**config.mk**
```make
export PLATFORM = sky130hd
export DESIGN_NAME = range_to_prefix_expansion
export DESIGN_NICKNAME = d
export VERILOG_FILES = /design/src/rtpe_pkg.sv /design/src/rtpe_front.sv /design/src/rtpe_queue.sv /design/src/rtpe_back.sv /design/src/range_to_prefix_expansion.sv
export SDC_FILE = /design/constraint.sdc
export NUM_CORES = 1
export LEC_CHECK = 0
export BUFFER_PORTS_ARGS = -buffer_cell sky130_fd_sc_hd__buf_4
export CAP_MARGIN = 15
export CORE_UTILIZATION = 44
export CTS_CLUSTER_SIZE = 30
export DETAILED_ROUTE_END_ITERATION = 8
export MAX_ROUTING_LAYER = met4
export PLACE_DENSITY = 0.65
export SLEW_MARGIN = 10
export SYNTH_ARGS = -nofsm -noshare
export SYNTH_HDL_FRONTEND = slang
export SYNTH_SLANG_ARGS = --single-unit
export TNS_END_PERCENT = 10
```
**constraint.sdc**
```tcl
create_clock -name clk -period 10.9 [get_ports clk]
set_input_delay 1.635 -clock clk [delete_from_list [all_inputs] [get_ports clk]]
set_output_delay 1.635 -clock clk [all_outputs]
set_load 0.01 [all_outputs]
```
**src/rtpe_pkg.sv**
```systemverilog
// ----------------------------------------------------------------------------
// rtpe_pkg: shared types and constants for range to prefix expansion
// Range descriptor passed from the front end to the expansion engine,
// engine state encoding and the per-range prefix limit.
// ----------------------------------------------------------------------------
`default_nettype none

package rtpe_pkg;

  parameter int unsigned FIELD_W     = 16;
  parameter int unsigned LEN_W       = 5;
  parameter int unsigned MAX_RESULTS = 30;
  parameter int unsigned CNT_W       = $clog2(MAX_RESULTS);

  typedef struct packed {
    logic [FIELD_W-1:0] low;
    logic [FIELD_W-1:0] high;
    logic               empty;
  } desc_t;

  typedef enum logic {
    BK_IDLE,
    BK_RUN
  } bk_state_t;

endpackage

`default_nettype wire

```
**src/rtpe_front.sv**
```systemverilog
// ----------------------------------------------------------------------------
// rtpe_front: range intake and classification
// Masks both bounds to WIDTH bits, flags inverted ranges and pushes one
// descriptor per accepted transaction into the range queue.
// ----------------------------------------------------------------------------
`default_nettype none

module rtpe_front #(
  parameter int unsigned WIDTH = 16
) (
  input  wire logic                          in_tvalid,
  output logic                               in_tready,
  input  wire logic [rtpe_pkg::FIELD_W-1:0]  range_low,
  input  wire logic [rtpe_pkg::FIELD_W-1:0]  range_high,
  input  wire logic                          q_full,
  output logic                               q_push,
  output rtpe_pkg::desc_t                    q_wdata
);

  localparam logic [32:0] MASK = (33'd1 << WIDTH) - 33'd1;

  logic [rtpe_pkg::FIELD_W-1:0] low_m;
  logic [rtpe_pkg::FIELD_W-1:0] high_m;

  assign low_m  = range_low  & MASK[rtpe_pkg::FIELD_W-1:0];
  assign high_m = range_high & MASK[rtpe_pkg::FIELD_W-1:0];

  assign in_tready     = !q_full;
  assign q_push        = in_tvalid && !q_full;
  assign q_wdata.low   = low_m;
  assign q_wdata.high  = high_m;
  assign q_wdata.empty = (low_m > high_m);

endmodule

`default_nettype wire

```
**src/rtpe_queue.sv**
```systemverilog
// ----------------------------------------------------------------------------
// rtpe_queue: two-entry range descriptor FIFO
// Decouples range intake from prefix expansion.
// ----------------------------------------------------------------------------
`default_nettype none

module rtpe_queue (
  input  wire logic             clk,
  input  wire logic             rst_n,
  input  wire logic             push,
  input  wire rtpe_pkg::desc_t  wdata,
  output logic                  full,
  input  wire logic             pop,
  output rtpe_pkg::desc_t       rdata,
  output logic                  avail
);

  rtpe_pkg::desc_t mem_r [2];
  logic            wp_r;
  logic            wp_nxt;
  logic            rp_r;
  logic            rp_nxt;
  logic [1:0]      cnt_r;
  logic [1:0]      cnt_nxt;

  assign full  = (cnt_r == 2'd2);
  assign avail = (cnt_r != 2'd0);
  assign rdata = mem_r[rp_r];

  always_comb begin
    wp_nxt  = push ? ~wp_r : wp_r;
    rp_nxt  = pop  ? ~rp_r : rp_r;
    cnt_nxt = cnt_r + 2'(push) - 2'(pop);
  end

  always_ff @(posedge clk) begin
    if (!rst_n) begin
      wp_r  <= 1'b0;
      rp_r  <= 1'b0;
      cnt_r <= 2'd0;
    end else begin
      wp_r  <= wp_nxt;
      rp_r  <= rp_nxt;
      cnt_r <= cnt_nxt;
    end
  end

  always_ff @(posedge clk) begin
    if (push) begin
      mem_r[wp_r] <= wdata;
    end
  end

  assert property (@(posedge clk) disable iff (!rst_n) !(pop && !avail))
    else $error("rtpe_queue: pop from empty queue");
  assert property (@(posedge clk) disable iff (!rst_n) !(push && full))
    else $error("rtpe_queue: push into full queue");

endmodule

`default_nettype wire

```
**src/rtpe_back.sv**
```systemverilog
// ----------------------------------------------------------------------------
// rtpe_back: prefix expansion engine
// Walks a cursor from low to high+1 or the prefix limit, emitting one prefix
// aligned block per cycle, unless stalled, into a registered output stage.
// ----------------------------------------------------------------------------
`default_nettype none

module rtpe_back #(
  parameter int unsigned WIDTH = 16
) (
  input  wire logic                          clk,
  input  wire logic                          rst_n,
  input  wire logic                          q_avail,
  input  wire rtpe_pkg::desc_t               q_rdata,
  output logic                               q_pop,
  output logic                               out_tvalid,
  input  wire logic                          out_tready,
  output logic [rtpe_pkg::FIELD_W-1:0]       prefix_value,
  output logic [rtpe_pkg::LEN_W-1:0]         prefix_len,
  output logic                               empty_range,
  output logic                               last
);

  localparam int unsigned CW = WIDTH + 1;
  localparam int unsigned ZW = $clog2(WIDTH + 1);
  localparam logic [rtpe_pkg::CNT_W-1:0] CNT_LAST =
    rtpe_pkg::CNT_W'(rtpe_pkg::MAX_RESULTS - 1);

  function automatic logic [ZW-1:0] tzc(input logic [CW-1:0] v);
    logic [ZW-1:0] n;
    n = ZW'(WIDTH);
    for (int i = WIDTH - 1; i >= 0; i--) begin
      if (v[i]) n = ZW'(i);
    end
    return n;
  endfunction

  function automatic logic [ZW-1:0] msb(input logic [CW-1:0] v);
    logic [ZW-1:0] n;
    n = '0;
    for (int i = 0; i < CW; i++) begin
      if (v[i]) n = ZW'(i);
    end
    return n;
  endfunction

  rtpe_pkg::bk_state_t          state_r;
  rtpe_pkg::bk_state_t          state_nxt;
  logic [CW-1:0]                cur_r;
  logic [CW-1:0]                cur_nxt;
  logic [CW-1:0]                end_r;
  logic [CW-1:0]                end_nxt;
  logic [rtpe_pkg::CNT_W-1:0]   cnt_r;
  logic [rtpe_pkg::CNT_W-1:0]   cnt_nxt;
  logic                         ov_r;
  logic                         ov_nxt;
  logic [rtpe_pkg::FIELD_W-1:0] val_r;
  logic [rtpe_pkg::FIELD_W-1:0] val_nxt;
  logic [rtpe_pkg::LEN_W-1:0]   len_r;
  logic [rtpe_pkg::LEN_W-1:0]   len_nxt;
  logic                         emp_r;
  logic                         emp_nxt;
  logic                         last_r;
  logic                         last_nxt;

  logic                         slot_free;
  logic [CW-1:0]                rem;
  logic [ZW-1:0]                tz;
  logic [ZW-1:0]                lg;
  logic [ZW-1:0]                z;
  logic [CW-1:0]                step_cur;
  logic                         step_last;
  logic [5:0]                   len_full;
  logic                         emit;

  assign slot_free = !ov_r || out_tready;
  assign rem       = end_r - cur_r;
  assign tz        = tzc(cur_r);
  assign lg        = msb(rem);
  assign z         = (tz < lg) ? tz : lg;
  assign step_cur  = cur_r + (CW'(1) << z);
  assign step_last = (step_cur >= end_r) || (cnt_r == CNT_LAST);
  assign len_full  = 6'(WIDTH) - 6'(z);
  assign emit      = (state_r == rtpe_pkg::BK_RUN) && slot_free;

  always_comb begin
    state_nxt = state_r;
    unique case (state_r)
      rtpe_pkg::BK_IDLE: begin
        if (q_avail && slot_free && !q_rdata.empty) state_nxt = rtpe_pkg::BK_RUN;
      end
      rtpe_pkg::BK_RUN: begin
        if (slot_free && step_last) state_nxt = rtpe_pkg::BK_IDLE;
      end
      default: state_nxt = rtpe_pkg::BK_IDLE;
    endcase
  end

  always_comb begin
    q_pop    = 1'b0;
    cur_nxt  = cur_r;
    end_nxt  = end_r;
    cnt_nxt  = cnt_r;
    ov_nxt   = ov_r && !out_tready;
    val_nxt  = val_r;
    len_nxt  = len_r;
    emp_nxt  = emp_r;
    last_nxt = last_r;
    unique case (state_r)
      rtpe_pkg::BK_IDLE: begin
        if (q_avail && slot_free) begin
          q_pop = 1'b1;
          if (q_rdata.empty) begin
            ov_nxt   = 1'b1;
            val_nxt  = '0;
            len_nxt  = '0;
            emp_nxt  = 1'b1;
            last_nxt = 1'b1;
          end else begin
            cur_nxt = CW'(q_rdata.low);
            end_nxt = CW'(q_rdata.high) + CW'(1);
            cnt_nxt = '0;
          end
        end
      end
      rtpe_pkg::BK_RUN: begin
        if (slot_free) begin
          ov_nxt   = 1'b1;
          val_nxt  = rtpe_pkg::FIELD_W'(cur_r);
          len_nxt  = len_full[rtpe_pkg::LEN_W-1:0];
          emp_nxt  = 1'b0;
          last_nxt = step_last;
          cur_nxt  = step_cur;
          cnt_nxt  = cnt_r + 1'b1;
        end
      end
      default: begin
        q_pop = 1'b0;
      end
    endcase
  end

  always_ff @(posedge clk) begin
    if (!rst_n) begin
      state_r <= rtpe_pkg::BK_IDLE;
      ov_r    <= 1'b0;
    end else begin
      state_r <= state_nxt;
      ov_r    <= ov_nxt;
    end
  end

  always_ff @(posedge clk) begin
    cur_r  <= cur_nxt;
    end_r  <= end_nxt;
    cnt_r  <= cnt_nxt;
    val_r  <= val_nxt;
    len_r  <= len_nxt;
    emp_r  <= emp_nxt;
    last_r <= last_nxt;
  end

  assign out_tvalid   = ov_r;
  assign prefix_value = val_r;
  assign prefix_len   = len_r;
  assign empty_range  = emp_r;
  assign last         = last_r;

  assert property (@(posedge clk) disable iff (!rst_n)
    (state_r == rtpe_pkg::BK_RUN) |-> (cur_r < end_r))
    else $error("rtpe_back: cursor reached range end while running");
  assert property (@(posedge clk) disable iff (!rst_n)
    emit |-> (step_cur <= end_r))
    else $error("rtpe_back: prefix block overruns range end");
  assert property (@(posedge clk) disable iff (!rst_n)
    q_pop |-> (state_r == rtpe_pkg::BK_IDLE))
    else $error("rtpe_back: descriptor taken while expanding");
  assert property (@(posedge clk) disable iff (!rst_n)
    (state_r == rtpe_pkg::BK_RUN) |-> (cnt_r <= CNT_LAST))
    else $error("rtpe_back: prefix count beyond limit");

endmodule

`default_nettype wire

```
**src/range_to_prefix_expansion.sv**
```systemverilog
// ----------------------------------------------------------------------------
// range_to_prefix_expansion: inclusive range to TCAM prefix list
// Splits [low, high] into the ascending list of aligned prefix blocks.
// ----------------------------------------------------------------------------
// With the engine idle, a range passes the queue, the cursor load and the
//   output register before its first prefix is valid; an empty range passes
//   the queue and the output register. One prefix per cycle unless the
//   output stalls, N <= 2*WIDTH-2 per range, capped at 30; the next range
//   loads after the last prefix. A two-entry queue buffers waiting ranges.
// Reset (rst_n low, synchronous) empties the queue and output stage.
// ----------------------------------------------------------------------------
`default_nettype none

module range_to_prefix_expansion #(
  parameter int unsigned WIDTH = 16
) (
  input  wire logic        clk,
  input  wire logic        rst_n,
  input  wire logic        in_tvalid,
  output logic             in_tready,
  input  wire logic [31:0] in_tdata,   // [15:0] range_low, [31:16] range_high
  output logic             out_tvalid,
  input  wire logic        out_tready,
  output logic [23:0]      out_tdata,  // [15:0] prefix_value, [20:16] prefix_len, zero pad
  output logic             out_tuser,  // [0] empty_range
  output logic             out_tlast
);

  rtpe_pkg::desc_t              q_wdata;
  rtpe_pkg::desc_t              q_rdata;
  logic                         q_push;
  logic                         q_full;
  logic                         q_pop;
  logic                         q_avail;
  logic [rtpe_pkg::FIELD_W-1:0] prefix_value;
  logic [rtpe_pkg::LEN_W-1:0]   prefix_len;

  rtpe_front #(
    .WIDTH (WIDTH)
  ) u_front (
    .in_tvalid  (in_tvalid),
    .in_tready  (in_tready),
    .range_low  (in_tdata[15:0]),
    .range_high (in_tdata[31:16]),
    .q_full     (q_full),
    .q_push     (q_push),
    .q_wdata    (q_wdata)
  );

  rtpe_queue u_queue (
    .clk   (clk),
    .rst_n (rst_n),
    .push  (q_push),
    .wdata (q_wdata),
    .full  (q_full),
    .pop   (q_pop),
    .rdata (q_rdata),
    .avail (q_avail)
  );

  rtpe_back #(
    .WIDTH (WIDTH)
  ) u_back (
    .clk          (clk),
    .rst_n        (rst_n),
    .q_avail      (q_avail),
    .q_rdata      (q_rdata),
    .q_pop        (q_pop),
    .out_tvalid   (out_tvalid),
    .out_tready   (out_tready),
    .prefix_value (prefix_value),
    .prefix_len   (prefix_len),
    .empty_range  (out_tuser),
    .last         (out_tlast)
  );

  assign out_tdata = {3'b000, prefix_len, prefix_value};

endmodule

`default_nettype wire
```
* Yosys cells after proc, flatten, opt, wreduce, memory -nomap -nowiden
Memory sizes are Yosys's and may differ from the RTL's. A register that Yosys moved wholly into a read port is not among the register bits.
Cells that the tools add are included.
** Cells by class
- Add/sub/neg operators :: 7
- Magnitude comparators :: 3
- Equality and inequality tests :: 6
- Shift operators :: 1
- Muxes and demuxes :: 68
- Bitwise logic cells :: 4
- Reductions and logical operators :: 15
** Operators by type and width (number)
- two-way mux 5 bit :: 24
- two-way mux 17 bit :: 3
- two-way mux 16 bit :: 3
- one-hot mux 17 bit (2 select lines) :: 1
- two-way mux 4 bit :: 8
- one-hot mux 16 bit (2 select lines) :: 1
- one-hot mux 5 bit (2 select lines) :: 2
- adder 16 x 1 -> 17 bit, second input constant :: 1
- adder 17 bit :: 1
- >= comparator 17 bit :: 1
- left shift 1 x 5 -> 17 bit, first input constant :: 1
- subtractor 17 bit :: 1
- > comparator 16 bit :: 1
- two-way mux 1 bit :: 16
- two-way mux 3 bit :: 4
- AND reduction 3 bit :: 3
- one-hot mux 1 bit (2 select lines) :: 4
- adder 5 x 1 -> 5 bit, second input constant :: 1
- == test 5 bit, second input constant :: 1
- logical AND 1 bit :: 5
- < comparator 5 bit :: 1
- subtractor 5 bit, first input constant :: 1
- zero test 1 bit :: 4
- two-way mux 2 bit :: 2
- 8 further kinds :: 14
** Word-level totals
- Register bits :: 68
- Memory bits (writable) :: 66
- Input bits :: 36
- Output and inout bits :: 28
- Logic and storage cells :: 117
- Memories kept :: 1
** Memories
- u_queue.mem_r :: words 2, bits a word 33, read ports 1, clocked after memory_dff 1, write ports 1, RTL line rtpe_queue.sv:18 : rtpe_pkg::desc_t mem_r [2];

* Logic depth before layout (Yosys ltp)
- Depth after elaboration :: 26
- Gate-level depth with buffers :: 46
- Mapped depth without buffers :: 44

* Modules after synthesis
A second synthesis with hierarchy kept.
** Second synthesis, totals
- Cell total of the unflattened synthesis :: 825
- Area, all modules :: 9087.5 µm²
** By module, submodules not included
- rtpe_back :: times used 1, cells an instance 608, area an instance 5640.4 µm², seq. area each 1901.8 µm²
- rtpe_queue :: times used 1, cells an instance 124, area an instance 2765.2 µm², seq. area each 2082.0 µm²
- rtpe_front :: times used 1, cells an instance 89, area an instance 655.6 µm², seq. area each 0.0 µm²
- range_to_prefix_expansion :: times used 1, cells an instance 4, area an instance 26.3 µm², seq. area each 0.0 µm²

* Worst setup path before layout
No wires, ideal clock.
- Path kind :: register -> register
- Start point :: register u_back.cur_r[0]
- End point :: register u_back.state_r
- Setup time :: 0.126 ns
- Data arrival time :: 8.534 ns
- Data required time :: 10.774 ns
- Path slack :: 2.240 ns
- Cell stages (with the launch flop) :: 45
- Path buffers :: 1
- Period minus slack after synthesis :: 8.660 ns
- Path through :: edfxtp_1 -> and2b_4 -> fa_1 -> nor2b_4 -> o2111ai_1 -> and4b_1 -> o31ai_4 -> a21boi_1 -> o311a_1 -> a2111o_1 -> a21boi_2 -> inv_1 -> ha_1 -> a21oi_1 -> nor2b_1 -> o21ai_0 -> nand2b_1 -> a41oi_1 -> [... 9 more ...] -> fa_1 -> a21oi_1 -> o21bai_1 -> a21oi_1 -> o21ai_0 -> a211oi_1 -> nor2_1 -> a21o_1 -> a211oi_1 -> nor2_1 -> ha_1 -> nand4_1 -> or4_1 -> a21boi_0 -> o21ai_0 -> nand4_1 -> a31o_2 -> a21boi_0
** On the way
- Longest elaborated chain between the ends :: 26
** Ends and longest elaborated chain
- start, declared :: RTL line rtpe_back.sv:49 : logic [CW-1:0] cur_r;
- start signal, assigned :: RTL line rtpe_back.sv:154 : cur_r <= cur_nxt;
- subtractor 17 bit :: RTL line rtpe_back.sv:77 : assign rem = end_r - cur_r;
- two-way mux 1 bit :: RTL line rtpe_back.sv:42 : if (v[i]) n = ZW'(i);
- two-way mux 2 bit (2 in a row) :: RTL line rtpe_back.sv:42
- two-way mux 3 bit (4 in a row) :: RTL line rtpe_back.sv:42
- two-way mux 4 bit (8 in a row) :: RTL line rtpe_back.sv:42
- two-way mux 5 bit :: RTL line rtpe_back.sv:42
- < comparator 5 bit :: RTL line rtpe_back.sv:80 : assign z = (tz < lg) ? tz : lg;
- two-way mux 5 bit :: RTL line rtpe_back.sv:80
- left shift 1 x 5 -> 17 bit :: RTL line rtpe_back.sv:81 : assign step_cur = cur_r + (CW'(1) << z);
- adder 17 bit (*) :: RTL line rtpe_back.sv:81
- >= comparator 17 bit (*) :: RTL line rtpe_back.sv:82 : assign step_last = (step_cur >= end_r) || (cnt_r == CNT_LAST);
- logical OR 1 bit (*) :: RTL line rtpe_back.sv:82
- logical AND 1 bit (*) :: RTL line rtpe_back.sv:93 : if (slot_free && step_last) state_nxt = rtpe_pkg::BK_IDLE;
- two-way mux 1 bit (*) :: RTL line rtpe_back.sv:93
- one-hot mux 1 bit (2 select lines) (*) :: RTL line rtpe_back.sv:88 : unique case (state_r)
- end signal, assigned :: RTL line rtpe_back.sv:145 : state_r <= rtpe_pkg::BK_IDLE;
- end signal, assigned :: RTL line rtpe_back.sv:148 : state_r <= state_nxt;
- end, declared :: RTL line rtpe_back.sv:47 : rtpe_pkg::bk_state_t state_r;
Every way passes the cells marked *; elsewhere a longest branch is shown, timed or not.
A chain may end at the register's enable or synchronous reset.

* Final worst setup path
Ends and elaborated chain as after synthesis.

==> flow_summary.json <==
{
  "outcome": "completed",
  "setup_viol": 0,
  "vias": 6321,
  "final_nets": 1011,
  "insertion_delay_ns": 0.42,
  "worstSetupStartpointType": "flop",
  "coreArea_um2": 19590,
  "viasPerCell": 5.393,
  "initial_utilization_pct": 45.22,
  "yosysTopAreaCell": "edfxtp_1",
  "synthesis.area_per_instance_um2": 10.63,
  "cpMostUsedCell": "ha_1",
  "r2r_cells": 43,
  "reg2reg_slack_ns": 1.20,
  "io_buffers": 60,
  "synthTopCellsByArea": "edfxtp_1 (43%), ha_1 (11%), inv_1 (3.0%), nor2_1 (2.8%), a21oi_1 (2.8%)",
  "critPathArrivalTime_ns": 10.00,
  "synthArstFlopShare_pct": 0,
  "rsz0062_at_grt": "no",
  "track_usage_pct": 19.94,
  "cp.required_ns": 11.20,
  "cpMaxStageDelayCell": "or4_1",
  "die_w_um": 143.9,
  "dpl-instance-area_um2": 9567,
  "synth_cell_types": 87,
  "grt_overflow": 0,
  "clock.fmax_mhz": 103.1,
  "endpoint_kind": "flop",
  "place.gp.congestion": 0.9231,
  "io_pins": 64,
  "drive_above_1_share_pct": 14.66,
  "synth_seq_cells": 135,
  "post_cts_buffers": 0,
  "period_needed_ns": 9.697,
  "stdcell_count": 1172,
  "n_fill_cell": 1786,
  "finalHoldViolations": 0,
  "dp.cells": 1140,
  "cts_tree": "yes",
  "row_count": 51,
  "cts_made_buffers": 17,
  "drtIter0Drc": 318,
  "post_cts_resized": 0,
  "relSlewSlack_pct": 50.67,
  "dp_hpwl_um": 14330,
  "hold_depth": 2,
  "fin_area_um2": 10150,
  "slew_violations": 0,
  "fin_crit_sh_pct": 88.96,
  "areaGrowthSynthToFinish_pct": 14.53,
  "post_drt_wl_per_cell_um": 16.09,
  "drt_first_pass_iters": 4,
  "critPathKind": "flop to flop",
  "htreeDepth": 4,
  "fin_tns_setup_ns": 0,
  "synthFlopType": "edfxtp_1",
  "clk_pin_slew_ns": 0.06,
  "grt_pass1_vias": 6066,
  "antenna_cells": 0,
  "cp_slowest_stage_delay_ns": 0.50,
  "root_buffer": "clkbuf_16",
  "syn_inst": 833,
  "r2r-end": "u_back.state_r$_SDFF_PN0_",
  "synth_area_um2": 8858,
  "grt_antenna_before_repair": 0,
  "max_cap_viol_count": 0,
  "grt_pass1_wl_um": 30200,
  "wirelength_um": 18860,
  "tightestPinTransition_ns": 0.7334,
  "min_from": "u_queue.rp_r$_SDFFE_PN0P_",
  "die_area_um2": 20700,
  "grt_max_degree": 58,
  "yosys.area.top_type_share_pct": 43.39,
  "clock-sinks": 135,
  "synth_edf_count": 128,
  "synth.yosys.seq_area_share_pct": 44.97,
  "die_h_um": 143.9,
  "timing.rr.start": "u_back.cur_r[0]$_DFFE_PP_",
  "hold_class": "flop to flop",
  "fin_skew_ns": 0.007051,
  "drc_errors": 0,
  "ant_nets": 0,
  "cts_hold_buf": 0,
  "clock_path_buffers": 2,
  "critical_path.max_fanout": 5,
  "yosys_warnings": 0
}
[registers in the layout, summed over array words and instances, names as in the netlist, named ones only]
name                 flops
u_queue.mem_r           66
u_back.cur_r            17
u_back.end_r            17
u_back.prefix_value     16
u_back.cnt_r             5
u_back.prefix_len        5
u_queue.cnt_r            2
u_back.empty_range       1
u_back.last              1
u_back.out_tvalid        1
u_back.state_r           1
u_queue.rp_r             1
u_queue.wp_r             1
[critical path, delay by kind of cell, from the launching register on]
family / cells / cell delay (ns)
adders and majority gates: 7 / 2.20
AOI/OAI and AO/OA: 23 / 4.86
buffers and inverters: 2 / 0.24
DFF: 1 / 0.45
and+or+nand+nor: 11 / 1.82
[how the worst max path moves through the flow]
stage	slack [ns]	cells past startpoint	endpoint	startpoint
2_1_floorplan	2.24	44	u_back.state_r$_SDFF_PN0_	u_back.cur_r[0]$_DFFE_PP_
3_3_place_gp	1.57	43	u_back.state_r$_SDFF_PN0_	u_back.cur_r[0]$_DFFE_PP_
3_5_place_dp	1.23	43	u_back.state_r$_SDFF_PN0_	u_back.cur_r[0]$_DFFE_PP_
4_1_cts	1.24	43	u_back.state_r$_SDFF_PN0_	u_back.cur_r[0]$_DFFE_PP_
5_1_grt	0.42	43	u_back.state_r$_SDFF_PN0_	u_back.cur_r[0]$_DFFE_PP_
6_report	1.20	43	u_back.state_r$_SDFF_PN0_	u_back.cur_r[0]$_DFFE_PP_
[Yosys cell counts, drive strengths merged, types with 6 or more instances]
| library cell | number |
|---|---|
| and2 | 17 |
| nor2b | 23 |
| nor3 | 16 |
| buf | 16 |
| a211oi | 6 |
| o21a | 14 |
| nor4 | 6 |
| edfxtp | 128 |
| nor2 | 67 |
| nand4 | 10 |
| clkbuf | 12 |
| dfxtp | 7 |
| ha | 79 |
| a21o | 13 |
| inv | 72 |
| or3 | 6 |
| nand2 | 50 |
| xor2 | 19 |
| o21ai | 42 |
| mux2i | 26 |
| xnor2 | 28 |
| and3 | 14 |
| nand3 | 18 |
| nand2b | 7 |
| a21oi | 51 |
| a32oi | 9 |
| o21bai | 6 |
| a21boi | 9 |
[area by class of cell]
class                           count  area [um^2]  share of cell area [%]
Multi-Input combinational cell    600         4467                   44.03
Sequential cell                   135         3985                   39.28
Timing Repair Buffer               68        510.5                   5.031
Clock buffer                       18        439.2                   4.329
Tap cell                          265        331.6                   3.268
Inverter                           72        272.8                   2.688
Clock inverter                     14        140.1                   1.381
[placed cells by master, fill, tap and decap left out, types with 15 or more instances in the layout]
cell       count
o21ai_0       36
xnor2_1       27
clkbuf_16     17
inv_1         71
nor3_1        15
xor2_1        19
nor2_1        64
edfxtp_1     128
nand3_1       18
mux2i_1       24
nand2_1       50
buf_4         68
ha_1          79
and2_1        17
nor2b_1       22
a21oi_1       49
[kinds of logic after synthesis]
family,share of synthesized area [%]
flip-flops,44.97
other,0.04233
AO/OA/AOI/OAI,15.72
AND/OR/NAND/NOR,14.38
adder cells (fa/ha/maj),11.61
buffers and inverters,4.816
multiplexers,3.602
XOR/XNOR,4.859
[per-stage QoR]
step,setup slack (ns),util [%],hold slack [ns]
after global routing,0.4161,51.79,0.6176
after detailed placement,1.233,48.83,0.5812
after floorplan,2.240,-,0.5415
after CTS,1.245,51.79,0.5909
after global placement,1.572,48.83,0.5588
final,1.203,51.79,0.5934
[layer usage]
metal  routed length, um  up-vias  GRT usage, %
met3                 848       28         3.132
met2                8916      176         31.91
met1                8710     2942         25.40
met5                   0        -             -
met4                 383        0         7.447
li1                    -     3175             -
Power is not shown: default switching activity piles up to over one toggle a cycle in this logic, so the estimate is an artifact.
